<file path="config.mk">
export PLATFORM = sky130hd
export DESIGN_NAME = integer_to_ascii_radix
export DESIGN_NICKNAME = d
export VERILOG_FILES = /design/src/hdl/itoar_pkg.sv /design/src/hdl/itoar_dp.sv /design/src/hdl/itoar_ctrl.sv /design/src/hdl/integer_to_ascii_radix.sv
export SDC_FILE = /design/constraint.sdc
export NUM_CORES = 1
export LEC_CHECK = 0
export ABC_CLOCK_PERIOD_IN_PS = 10100
export BUFFER_PORTS_ARGS = -buffer_cell sky130_fd_sc_hd__buf_2
export CORE_UTILIZATION = 30
export CTS_BUF_LIST = sky130_fd_sc_hd__clkbuf_8
export CTS_CLUSTER_DIAMETER = 60
export CTS_CLUSTER_SIZE = 25
export DETAILED_ROUTE_END_ITERATION = 10
export PLACE_DENSITY = 0.43
export SETUP_SLACK_MARGIN = 0.2
export SLEW_MARGIN = 20
export SYNTH_ARGS = -nofsm -noshare
export SYNTH_HDL_FRONTEND = slang
export SYNTH_HIERARCHICAL = 1
export SYNTH_SLANG_ARGS = --single-unit
</file>
<file path="constraint.sdc">
create_clock -name clock -period 10.1 [get_ports clock]
set_clock_uncertainty 0.05 [all_clocks]
set_input_delay 1.515 -clock clock [delete_from_list [all_inputs] [get_ports clock]]
set_output_delay 1.515 -clock clock [all_outputs]
set_load 0.02 [all_outputs]
</file>
<file path="src/hdl/itoar_pkg.sv">
// ----------------------------------------------------------------------------
// itoar_pkg: shared types and constants for the integer to ASCII converter
// Command/status structs between controller and datapath, ASCII codes and
// the digit-to-character mapping.
// ----------------------------------------------------------------------------
`default_nettype none

package itoar_pkg;

   localparam int VALUE_WIDTH_DEF = 32;
   localparam int STEP_BITS       = 8;   // quotient bits resolved per cycle

   localparam logic [4:0] RADIX_RESET = 5'd10;
   localparam logic [4:0] RADIX_MIN   = 5'd2;
   localparam logic [4:0] RADIX_MAX   = 5'd16;

   localparam logic [6:0] ASCII_ZERO  = 7'h30;  // '0'
   localparam logic [6:0] ASCII_A     = 7'h61;  // 'a'
   localparam logic [6:0] ASCII_MINUS = 7'h2d;  // '-'
   localparam logic [6:0] ASCII_NUL   = 7'h00;
   localparam logic [3:0] DIGIT_NINE  = 4'd9;
   localparam logic [3:0] DIGIT_TEN   = 4'd10;

   typedef struct packed {
      logic load;       // capture input value, start conversion
      logic div_step;   // one pass of the divider
      logic push;       // store remainder digit, quotient becomes dividend
      logic pop_load;   // move top digit to the output register
      logic sign_load;  // put '-' in the output register
      logic nul_load;   // put terminator and length in the output register
   } itoar_cmd_type;

   typedef struct packed {
      logic neg;        // value was negative
      logic quot_zero;  // dividend register is zero
      logic cnt_last;   // digit count is one short of the value width
      logic cnt_one;    // one digit left on the stack
      logic cnt_zero;   // digit stack empty
   } itoar_sts_type;

   function automatic logic [6:0] digit_ascii(input logic [3:0] digit);
      logic [3:0] above;
      begin
         above = digit - DIGIT_TEN;
         if (digit > DIGIT_NINE) begin
            digit_ascii = ASCII_A + {3'b000, above};
         end else begin
            digit_ascii = ASCII_ZERO + {3'b000, digit};
         end
      end
   endfunction

endpackage

`default_nettype wire

</file>
<file path="src/hdl/itoar_dp.sv">
// ----------------------------------------------------------------------------
// itoar_dp: converter datapath
// Radix register, shift/subtract divider, digit stack and output register.
// ----------------------------------------------------------------------------
`default_nettype none

module itoar_dp
   import itoar_pkg::*;
#(
   parameter int VALUE_WIDTH = VALUE_WIDTH_DEF
) (
   input  wire logic                          clock,
   input  wire logic                          reset,
   input  wire logic                          csr_wr_en,
   input  wire logic [4:0]                    csr_wr_data,
   input  wire logic signed [VALUE_WIDTH-1:0] req_value,
   input  wire itoar_cmd_type                 cmd,
   output      itoar_sts_type                 sts,
   output      logic [6:0]                    rsp_char_code,
   output      logic                          rsp_last,
   output      logic [5:0]                    rsp_length
);

   localparam int PASSES    = (VALUE_WIDTH + STEP_BITS - 1) / STEP_BITS;
   localparam int DIV_WIDTH = PASSES * STEP_BITS;
   localparam int CNT_WIDTH = $clog2(VALUE_WIDTH + 1);

   logic [4:0]                 radix_ff, radix_in;
   logic [DIV_WIDTH-1:0]       div_ff, div_in;
   logic [3:0]                 rem_ff, rem_in;
   logic                       neg_ff, neg_in;
   logic [CNT_WIDTH-1:0]       cnt_ff, cnt_in;
   logic [5:0]                 len_ff, len_in;
   logic [3:0]                 stk_ff [VALUE_WIDTH];
   logic [6:0]                 char_ff, char_in;
   logic                       last_ff, last_in;
   logic [5:0]                 olen_ff, olen_in;

   logic [VALUE_WIDTH-1:0]     mag;
   logic [STEP_BITS-1:0]       qbits;
   logic [3:0]                 rem_step;

   // radix saturates into 2..16 on write
   always_comb begin
      radix_in = radix_ff;
      if (csr_wr_en) begin
         if (csr_wr_data < RADIX_MIN) begin
            radix_in = RADIX_MIN;
         end else if (csr_wr_data > RADIX_MAX) begin
            radix_in = RADIX_MAX;
         end else begin
            radix_in = csr_wr_data;
         end
      end
   end

   // magnitude through unsigned negate, exact for the most negative value
   assign mag = req_value[VALUE_WIDTH-1] ? (~req_value + 1'b1) : req_value;

   // restoring division, STEP_BITS dividend bits per pass, MSB first
   always_comb begin
      logic [4:0] trial;
      logic [4:0] diff;
      rem_step = rem_ff;
      qbits    = '0;
      for (int i = 0; i < STEP_BITS; i++) begin
         trial = {rem_step, div_ff[DIV_WIDTH-1-i]};
         diff  = trial - radix_ff;
         if (trial >= radix_ff) begin
            qbits[STEP_BITS-1-i] = 1'b1;
            rem_step             = diff[3:0];
         end else begin
            rem_step             = trial[3:0];
         end
      end
   end

   always_comb begin
      div_in  = div_ff;
      rem_in  = rem_ff;
      neg_in  = neg_ff;
      cnt_in  = cnt_ff;
      len_in  = len_ff;
      char_in = char_ff;
      last_in = last_ff;
      olen_in = olen_ff;
      if (cmd.load) begin
         div_in = DIV_WIDTH'(mag);
         rem_in = '0;
         neg_in = req_value[VALUE_WIDTH-1];
         cnt_in = '0;
         len_in = req_value[VALUE_WIDTH-1] ? 6'd2 : 6'd1;
      end
      if (cmd.div_step) begin
         div_in = (div_ff << STEP_BITS) | DIV_WIDTH'(qbits);
         rem_in = rem_step;
      end
      if (cmd.push) begin
         rem_in = '0;
         cnt_in = cnt_ff + 1'b1;
         len_in = len_ff + 6'd1;   // wraps into the 6-bit field
      end
      if (cmd.pop_load) begin
         cnt_in  = cnt_ff - 1'b1;
         char_in = digit_ascii(stk_ff[0]);
         last_in = 1'b0;
         olen_in = '0;
      end
      if (cmd.sign_load) begin
         char_in = ASCII_MINUS;
         last_in = 1'b0;
         olen_in = '0;
      end
      if (cmd.nul_load) begin
         char_in = ASCII_NUL;
         last_in = 1'b1;
         olen_in = len_ff;
      end
   end

   always_ff @(posedge clock) begin
      if (reset) begin
         radix_ff <= RADIX_RESET;
      end else begin
         radix_ff <= radix_in;
      end
      div_ff  <= div_in;
      rem_ff  <= rem_in;
      neg_ff  <= neg_in;
      cnt_ff  <= cnt_in;
      len_ff  <= len_in;
      char_ff <= char_in;
      last_ff <= last_in;
      olen_ff <= olen_in;
   end

   // digit stack: push enters at the top, pop shifts toward the top
   always_ff @(posedge clock) begin
      if (cmd.push) begin
         stk_ff[0] <= rem_ff;
         for (int i = 1; i < VALUE_WIDTH; i++) begin
            stk_ff[i] <= stk_ff[i-1];
         end
      end else if (cmd.pop_load) begin
         for (int i = 0; i < VALUE_WIDTH - 1; i++) begin
            stk_ff[i] <= stk_ff[i+1];
         end
      end
   end

   always_comb begin
      sts.neg       = neg_ff;
      sts.quot_zero = (div_ff == '0);
      sts.cnt_last  = (cnt_ff == CNT_WIDTH'(VALUE_WIDTH - 1));
      sts.cnt_one   = (cnt_ff == CNT_WIDTH'(1));
      sts.cnt_zero  = (cnt_ff == '0);
   end

   assign rsp_char_code = char_ff;
   assign rsp_last      = last_ff;
   assign rsp_length    = olen_ff;

endmodule

`default_nettype wire

</file>
<file path="src/hdl/itoar_ctrl.sv">
// ----------------------------------------------------------------------------
// itoar_ctrl: converter controller
// Sequences input capture, divider passes, digit pushes and character output.
// ----------------------------------------------------------------------------
`default_nettype none

module itoar_ctrl
   import itoar_pkg::*;
#(
   parameter int VALUE_WIDTH = VALUE_WIDTH_DEF
) (
   input  wire logic          clock,
   input  wire logic          reset,
   input  wire logic          req_valid,
   output      logic          req_ready,
   output      logic          rsp_valid,
   input  wire logic          rsp_ready,
   output      itoar_cmd_type cmd,
   input  wire itoar_sts_type sts
);

   localparam int PASSES     = (VALUE_WIDTH + STEP_BITS - 1) / STEP_BITS;
   localparam int PASS_WIDTH = (PASSES > 1) ? $clog2(PASSES) : 1;

   typedef enum logic [5:0] {
      ST_IDLE       = 6'b000001,
      ST_DIVIDE     = 6'b000010,
      ST_PUSH       = 6'b000100,
      ST_EMIT_SIGN  = 6'b001000,
      ST_EMIT_DIGIT = 6'b010000,
      ST_EMIT_NUL   = 6'b100000
   } state_type;

   state_type             state_ff, state_in;
   logic [PASS_WIDTH-1:0] pass_ff, pass_in;
   logic                  rsp_valid_ff, rsp_valid_in;
   logic                  out_free;
   logic                  out_load;

   // output register can take a character when empty or being drained
   assign out_free = !rsp_valid_ff || rsp_ready;

   always_comb begin
      state_in = state_ff;
      pass_in  = pass_ff;
      cmd      = '0;
      case (state_ff)
         ST_IDLE: begin
            if (req_valid) begin
               cmd.load = 1'b1;
               pass_in  = '0;
               state_in = ST_DIVIDE;
            end
         end
         ST_DIVIDE: begin
            cmd.div_step = 1'b1;
            pass_in      = pass_ff + 1'b1;
            if (pass_ff == PASS_WIDTH'(PASSES - 1)) begin
               pass_in  = '0;
               state_in = ST_PUSH;
            end
         end
         ST_PUSH: begin
            cmd.push = 1'b1;
            if (sts.quot_zero || sts.cnt_last) begin
               state_in = sts.neg ? ST_EMIT_SIGN : ST_EMIT_DIGIT;
            end else begin
               state_in = ST_DIVIDE;
            end
         end
         ST_EMIT_SIGN: begin
            if (out_free) begin
               cmd.sign_load = 1'b1;
               state_in      = ST_EMIT_DIGIT;
            end
         end
         ST_EMIT_DIGIT: begin
            if (out_free) begin
               cmd.pop_load = 1'b1;
               if (sts.cnt_one) begin
                  state_in = ST_EMIT_NUL;
               end
            end
         end
         ST_EMIT_NUL: begin
            if (out_free) begin
               cmd.nul_load = 1'b1;
               state_in     = ST_IDLE;
            end
         end
         default: begin
            state_in = ST_IDLE;
         end
      endcase
   end

   assign out_load = cmd.sign_load || cmd.pop_load || cmd.nul_load;

   always_comb begin
      rsp_valid_in = rsp_valid_ff;
      if (out_load) begin
         rsp_valid_in = 1'b1;
      end else if (rsp_ready) begin
         rsp_valid_in = 1'b0;
      end
   end

   always_ff @(posedge clock) begin
      if (reset) begin
         state_ff     <= ST_IDLE;
         pass_ff      <= '0;
         rsp_valid_ff <= 1'b0;
      end else begin
         state_ff     <= state_in;
         pass_ff      <= pass_in;
         rsp_valid_ff <= rsp_valid_in;
      end
   end

   assign req_ready = (state_ff == ST_IDLE);
   assign rsp_valid = rsp_valid_ff;

   // accepted transaction starts the divider
   a_accept_divides: assert property (@(posedge clock) disable iff (reset)
      (req_valid && req_ready) |=> (state_ff == ST_DIVIDE))
      else $error("accepted transaction did not start division");

   // output register is never overwritten while a character is pending
   a_no_overwrite: assert property (@(posedge clock) disable iff (reset)
      (out_load && rsp_valid_ff) |-> rsp_ready)
      else $error("output register overwritten before it was taken");

   // digits pending whenever a digit is emitted; none left at the terminator
   a_digit_avail: assert property (@(posedge clock) disable iff (reset)
      (state_ff == ST_EMIT_DIGIT) |-> !sts.cnt_zero)
      else $error("digit emit with empty stack");

   a_stack_empty: assert property (@(posedge clock) disable iff (reset)
      (state_ff == ST_EMIT_NUL) |-> sts.cnt_zero)
      else $error("terminator emitted with digits left");

endmodule

`default_nettype wire

</file>
<file path="src/hdl/integer_to_ascii_radix.sv">
// Sequence: accept, then per digit P = ceil(VALUE_WIDTH/8) divider passes of 8 bits
//   (4 at 32 bits) and a push, then the output characters ('-' if negative, digits,
//   terminator), each waiting until the output register is free. A new value is
//   accepted once the terminator is loaded into the output register.
// The divider loop (P passes and a push per remainder digit) sets the conversion time.
// Reset (synchronous, active high) returns to idle, empties the output and sets radix to 10.
// ----------------------------------------------------------------------------
// integer_to_ascii_radix: signed integer to ASCII text in base 2..16
// Converts one signed value per request transaction into a run of response
// transactions: optional '-', digits most significant first, then NUL with
// the character count.
// ----------------------------------------------------------------------------
`default_nettype none

module integer_to_ascii_radix
   import itoar_pkg::*;
#(
   parameter int VALUE_WIDTH = VALUE_WIDTH_DEF
) (
   input  wire logic                          clock,
   input  wire logic                          reset,
   // configuration: radix, saturated into 2..16 when written
   input  wire logic                          csr_wr_en,
   input  wire logic [4:0]                    csr_wr_data,
   // request channel
   input  wire logic                          req_valid,
   output      logic                          req_ready,
   input  wire logic signed [VALUE_WIDTH-1:0] req_value,
   // response channel, one character per transaction
   output      logic                          rsp_valid,
   input  wire logic                          rsp_ready,
   output      logic [6:0]                    rsp_char_code,
   output      logic                          rsp_last,
   output      logic [5:0]                    rsp_length
);

   itoar_cmd_type cmd;
   itoar_sts_type sts;

   // Controller: capture, divider passes, digit push, emit sequence.
   // The request side opens again as soon as the terminator sits in the
   // output register, so the next value is taken while it waits.
   itoar_ctrl #(
      .VALUE_WIDTH (VALUE_WIDTH)
   ) u_ctrl (
      .clock     (clock),
      .reset     (reset),
      .req_valid (req_valid),
      .req_ready (req_ready),
      .rsp_valid (rsp_valid),
      .rsp_ready (rsp_ready),
      .cmd       (cmd),
      .sts       (sts)
   );

   // Datapath: magnitude, shift/subtract divider resolving 8 quotient bits a
   // cycle, LIFO of remainder digits (reverses them), and the output register.
   itoar_dp #(
      .VALUE_WIDTH (VALUE_WIDTH)
   ) u_dp (
      .clock         (clock),
      .reset         (reset),
      .csr_wr_en     (csr_wr_en),
      .csr_wr_data   (csr_wr_data),
      .req_value     (req_value),
      .cmd           (cmd),
      .sts           (sts),
      .rsp_char_code (rsp_char_code),
      .rsp_last      (rsp_last),
      .rsp_length    (rsp_length)
   );

endmodule

`default_nettype wire
</file>
# Word-level counts from Yosys, hierarchy flattened
# Memory sizes are Yosys's and may differ from the RTL's.
# Index checks and enable logic that the tools add are counted.
[word_totals]
regBits = 77
ram_bits = 128
input_bits = 42
out_inout_bits = 16
wordCells = 200
memories = 1
[mem_list]
columns = ["memory", "words", "width", "read_ports", "rd_ports_with_merged_regs", "write_ports", "line", "rtl"]
rows = [
  ["u_dp.stk_ff", 32, 4, 32, 0, 32, "itoar_dp.sv:34", "logic [3:0] stk_ff [VALUE_WIDTH];"],
]
[classes]
add_sub_neg = 16
n_lt_le_gt_ge = 11
n_eq_ne = 15
n_mux = 95
bitwise = 33
n_reduce_logical = 16
[ops]
columns = ["cell", "n"]
rows = [
  ["$mux 4", 41],
  ["$mux 6", 17],
  ["$mux 32", 3],
  ["$ge 5x5->1", 8],
  ["$pmux 6 s6", 1],
  ["$add 32x1->32 const B", 1],
  ["$logic_not 32->1", 1],
  ["$not 32->32", 1],
  ["$or 32x8->32", 1],
  ["$sub 4x4->4", 8],
  ["$or 1x1->1", 31],
  ["$mux 1", 25],
  ["$mux 5", 3],
  ["$add 6x1->6 const B", 2],
  ["$eq 6x1->1 const B", 2],
  ["$eq 6x5->1 const B", 2],
  ["$reduce_bool 2->1", 5],
  ["$ne 2x1->1 const B", 4],
  ["$add 6x4->7 const A", 1],
  ["$add 6x5->7 const A", 1],
  ["$mux 7", 1],
  ["$eq 6x2->1 const B", 1],
  ["$eq 6x3->1 const B", 1],
  ["$eq 6x4->1 const B", 1],
  ["other kinds (17)", 24],
]

# Longest topological paths before layout
[logic_depth]
word_depth = 18
mapped_depth = 50
ltp_nobuf = 49

# Cells and area by module
# Netlist, hierarchy kept.
[by_module_without_submodules]
columns = ["module", "n_inst", "cells_each", "area_each_um2", "seq_area_each_um2"]
rows = [
  ["itoar_dp", 1, 865, 10790.3, 5715.5],
  ["itoar_ctrl", 1, 76, 635.6, 180.2],
]

# Worst setup path before layout
# Ideal clock, no wire load.
[synth_timing]
kind = "register to register"
start = "register u_dp.radix_ff[1]"
end = "register u_dp.div_ff[0] (data pin)"
setup_ps = 256
arrival_time_ps = 10109
required_time_ps = 9794
slack_ps = -314
path_stages_with_launch = 46
path_buffers = 1
synth_period_minus_slack_ps = 10414
path_cell_list = "dfxtp_1 inv_1 ha_1 a31oi_1 o21ai_1 mux2_2 ha_1 a21o_1 a31oi_1 o21ai_1 mux2_2 ha_1 nand2_1 o21ai_1 nor2_1 a21oi_1 ha_1 a21o_1 (+10 left out) inv_1 ha_1 a21o_1 a31oi_1 o21ai_1 mux2i_1 ha_1 a21o_1 a31oi_1 o21ai_1 mux2_2 inv_1 ha_1 nor2b_1 o31ai_1 a31o_2 and2_1 nor2_1"
[synth_via]
elab_chain_len = 18
word_cells_on_any_way = 25
classes_between = "add/sub (7); order compare (8); mux (9); bitwise (1)"
[synth_lines]
columns = ["element", "line", "rtl"]
rows = [
  ["from (decl)", "itoar_dp.sv:28", "logic [4:0] radix_ff, radix_in;"],
  ["from (signal assigned)", "itoar_dp.sv:125", "radix_ff <= radix_in;"],
  ["$sub 4x4->4 or $ge 5x5->1 (tied branches)", "itoar_dp.sv:68, itoar_dp.sv:69", ""],
  ["$mux 4", "itoar_dp.sv:69", "if (trial >= radix_ff) begin"],
  ["$sub 4x4->4 or $ge 5x5->1 (tied branches)", "itoar_dp.sv:68, itoar_dp.sv:69", ""],
  ["$mux 4", "itoar_dp.sv:69", ""],
  ["$sub 4x4->4 or $ge 5x5->1 (tied branches)", "itoar_dp.sv:68, itoar_dp.sv:69", ""],
  ["$mux 4", "itoar_dp.sv:69", ""],
  ["$ge 5x5->1 or $sub 4x4->4 (tied branches)", "itoar_dp.sv:69, itoar_dp.sv:68", ""],
  ["$mux 4", "itoar_dp.sv:69", ""],
  ["(+3 left out)", "n/a", ""],
  ["$mux 4", "itoar_dp.sv:69", ""],
  ["$sub 4x4->4 or $ge 5x5->1 (tied branches)", "itoar_dp.sv:68, itoar_dp.sv:69", ""],
  ["$mux 4", "itoar_dp.sv:69", ""],
  ["$ge 5x5->1 (*)", "itoar_dp.sv:69", ""],
  ["$mux 1 (*)", "itoar_dp.sv:69", ""],
  ["$or 32x8->32 (*)", "itoar_dp.sv:95", "div_in = (div_ff << STEP_BITS) | DIV_WIDTH'(qbits);"],
  ["$mux 32 (*)", "itoar_dp.sv:94", "if (cmd.div_step) begin"],
  ["via u_dp.div_in[0]", "itoar_dp.sv:29", "logic [DIV_WIDTH-1:0] div_ff, div_in;"],
  ["to (signal assigned)", "itoar_dp.sv:127", "div_ff <= div_in;"],
  ["to (decl)", "itoar_dp.sv:29", ""],
]
# The timed path passes the listed nets; every way through them passes the cells marked *.
# A chain may end at the register's enable or synchronous reset.

# Worst setup path after layout
[layout_timing]
start = "register u_dp.div_ff[31]"
end = "register u_dp.rem_ff[0]"
[layout_via]
elab_chain_len = 17
word_cells_on_any_way = 24
classes_between = "add/sub (7); order compare (8); mux (9)"
[layout_lines]
columns = ["element", "line", "rtl"]
rows = [
  ["$sub 4x4->4 or $ge 5x5->1 (tied branches)", "itoar_dp.sv:68, itoar_dp.sv:69", ""],
  ["$mux 4 (*)", "itoar_dp.sv:69", ""],
  ["$sub 4x4->4 or $ge 5x5->1 (tied branches)", "itoar_dp.sv:68, itoar_dp.sv:69", ""],
  ["$mux 4 (*)", "itoar_dp.sv:69", ""],
  ["$sub 4x4->4 or $ge 5x5->1 (tied branches)", "itoar_dp.sv:68, itoar_dp.sv:69", ""],
  ["$mux 4 (*)", "itoar_dp.sv:69", ""],
  ["$sub 4x4->4 or $ge 5x5->1 (tied branches)", "itoar_dp.sv:68, itoar_dp.sv:69", ""],
  ["$mux 4 (*)", "itoar_dp.sv:69", ""],
  ["$ge 5x5->1 or $sub 4x4->4 (tied branches)", "itoar_dp.sv:69, itoar_dp.sv:68", ""],
  ["$mux 4 (*)", "itoar_dp.sv:69", ""],
  ["$sub 4x4->4 or $ge 5x5->1 (tied branches)", "itoar_dp.sv:68, itoar_dp.sv:69", ""],
  ["$mux 4 (*)", "itoar_dp.sv:69", ""],
  ["$sub 4x4->4 or $ge 5x5->1 (tied branches)", "itoar_dp.sv:68, itoar_dp.sv:69", ""],
  ["$mux 4 (*)", "itoar_dp.sv:69", ""],
  ["$ge 5x5->1 (*)", "itoar_dp.sv:69", ""],
  ["$mux 4 (*)", "itoar_dp.sv:69", ""],
  ["$mux 4 (*)", "itoar_dp.sv:94", ""],
  ["to (signal assigned)", "itoar_dp.sv:128", "rem_ff <= rem_in;"],
  ["to (decl)", "itoar_dp.sv:30", "logic [3:0] rem_ff, rem_in;"],
]
# Mark *: on every way between the ends. The rest lies on a longest branch, timed or not.

==> metrics.txt <==
R2R Setup Slk=0.54 ns; Post-CTS Hold Fix Bufs=0; unrepaired setup endpoints after global routing=false; worst relative slew slack=39.54%; FF/Latch Area=roughly 0.0059 mm²; chip height=197.1 µm; remaining global-route overflow=0; Arr. time, crit path=~10 ns; Hold Path Depth=0; vias per std cell=~4.7; # port buffers=57; Root Buffer=clkbuf_8; pin count of the biggest net entering global routing=73; Max Root-Sink Buffers=3; Finished Cell Area=around 0.013 mm²; Vias=between 7000 and 8000; min-delay worst type=reg2reg; Routed WL=around 25 mm; hold path endpoint=u_dp/stk_ff[0][126]; Worst-path clk slew=approximately 0.10 ns; I/O pins=58; Post-Syn Area=0.01142 mm²; required time worst endpoint=~10 ns; initial antenna violation count=0; hold path startpoint=u_dp/stk_ff[0][122]; Core ar.=approximately 0.038 mm²; Routability Congestion=between 0.7 and 0.8; Critical R2R Launch=u_dp/div_ff[31]; final worst path period share=approximately 95%; fill count=roughly 3700; WS Path Type=reg2reg; CP top delay family=compound AO/OA/AOI/OAI gates; mean area per synthesized cell=12.15 µm²; number of diodes=0; Final setup viols=0; Inserted Clock Buffers=22; placed cell areas=0.01237 mm²; Overall Global Routing Usage=12.80%; first-pass GRT wire length=39.91 mm; drt initial violations=413; Synthesized Nets=~1000; worst reg2reg path endpoint=u_dp/rem_ff[0]; CTS tree=done; Worst-Margin Slew=about 0.9 ns; startpoint types=register; slowest stage delay, CP=0.45 ns; TNS Setup=0 ns; CP max stage cell=edfxtp_1; Final Hold Fails=0; Multi-input gate area=0.005514 mm²; Max H-tree Level=1; Final ANT Viol Nets=0; die area=a little under 0.04 mm²; Buf/Inv on CP=5; Synth Instances=940; CP Max Fanout=8; number of global-route vias before repair=between 7000 and 8000; Pins Over Slew Limit=0; Routed WL per cell=roughly 16 µm; num rows=between 70 and 80; fin crit period=9.565 ns; Worst setup EP type=register; status=completed; latest clock arrival within the worst-skew pair=~0.55 ns; # clock sinks=205; DRC=0; WP depth=51; R2R cell count=51; Ys Warns=6; chip width=197.1 µm; Max-Cap Viols=0; drt pass-1 iters=5; Final nets=about 1100; HPWL after DPL=16.90 mm; layout overhead on the synthesized area=16.82%; maximum clock rate=about 100 MHz; crit-path most repeated cell=a21o_1; share of layout cells above drive strength 1=33.17%; initial core utilization=between 30% and 40%
layout by cell type (no fill, tap or decap), types with 5 or more instances in the layout:
master and instances:
inv_1 43, xnor2_1 24, nand2b_1 12, a22oi_1 6, mux2_2 128, fa_1 8
ha_1 43, dfxtp_1 25, edfxtp_1 179, nand2_1 75, clkbuf_8 23, buf_2 57
a21oi_1 28, nor3_1 14, a21oi_2 7, nand3_1 10, nand2_2 5, o21ai_0 40
nor4_1 10, buf_4 46, o21ai_1 7, a21o_1 16, xor2_1 34, nor2_1 39
ha_4 7, o31ai_1 9, mux2i_1 7, o22ai_1 6, and2_1 10, mux2_4 5
state kept, by name, indices dropped and copies added, names as in the netlist:
signal and count:
u_dp/rsp_char_code 7, u_ctrl/state_ff 6, u_dp/radix_ff 5, u_ctrl/rsp_valid 1, u_dp/len_ff 6, u_dp/rem_ff 4, u_dp/stk_ff 128, u_dp/rsp_last 1
u_dp/div_ff 32, u_dp/neg_ff 1, u_dp/rsp_length 6, u_dp/cnt_ff 6, u_ctrl/pass_ff 2
stage by stage:
| stage | setup WS (ns) | instances | util (%) | hold WS, ns |
|---|---|---|---|---|
| global placement | 0.3556 | 1494 | 32.91 | 0.3756 |
| finish | 0.5354 | 1560 | 35.50 | 0.3856 |
| CTS | 0.2244 | 1533 | 34.11 | 0.3917 |
| global route | 0.06869 | 1560 | 35.50 | 0.4055 |
| detailed placement | 0.08077 | 1494 | 32.91 | 0.3818 |
| floorplan | 0.2662 | 940 | - | 0.3722 |
cell type report:
cell class	count	area share (%)
timing repair buffer	108	5.149
tap	511	4.793
clock buffer	23	2.373
sequential	205	44.20
multi-input combinational	651	41.33
inverter	47	1.322
clock inverter	15	0.8254
layer usage:
layer | vias up | global-route usage, % | wire length [µm]
li1 | 3683 | - | -
met1 | 3556 | 19.02 | 12850
met2 | 88 | 19.77 | 10880
met3 | 22 | 1.639 | 751
met4 | 0 | 2.699 | 331
met5 | - | 0 | 0
worst max path at each step:
stage	from	endpoint	slack [ns]
finish	u_dp/div_ff[31]	u_dp/rem_ff[0]	0.54
global route	u_dp/div_ff[31]	u_dp/rem_ff[0]	0.07
CTS	u_dp/div_ff[31]	u_dp/rem_ff[0]	0.22
detailed placement	u_dp/div_ff[31]	u_dp/rem_ff[2]	0.08
global placement	u_dp/div_ff[31]	u_dp/rem_ff[0]	0.36
floorplan	u_dp/radix_ff[1]	u_dp/div_ff[0]	0.27
timing repair:
| action | CTS | global route |
|---|---|---|
| setup endpoints to repair | 5 | 5 |
| resized for setup | 3 | 63 |
| pin swaps | 1 | 30 |
| setup buffers | 1 | 26 |
| gates cloned | 0 | 1 |
Power is left out: the tool's default activity adds up to more than one toggle a clock period on the data nets, which glitch-free logic cannot reach.
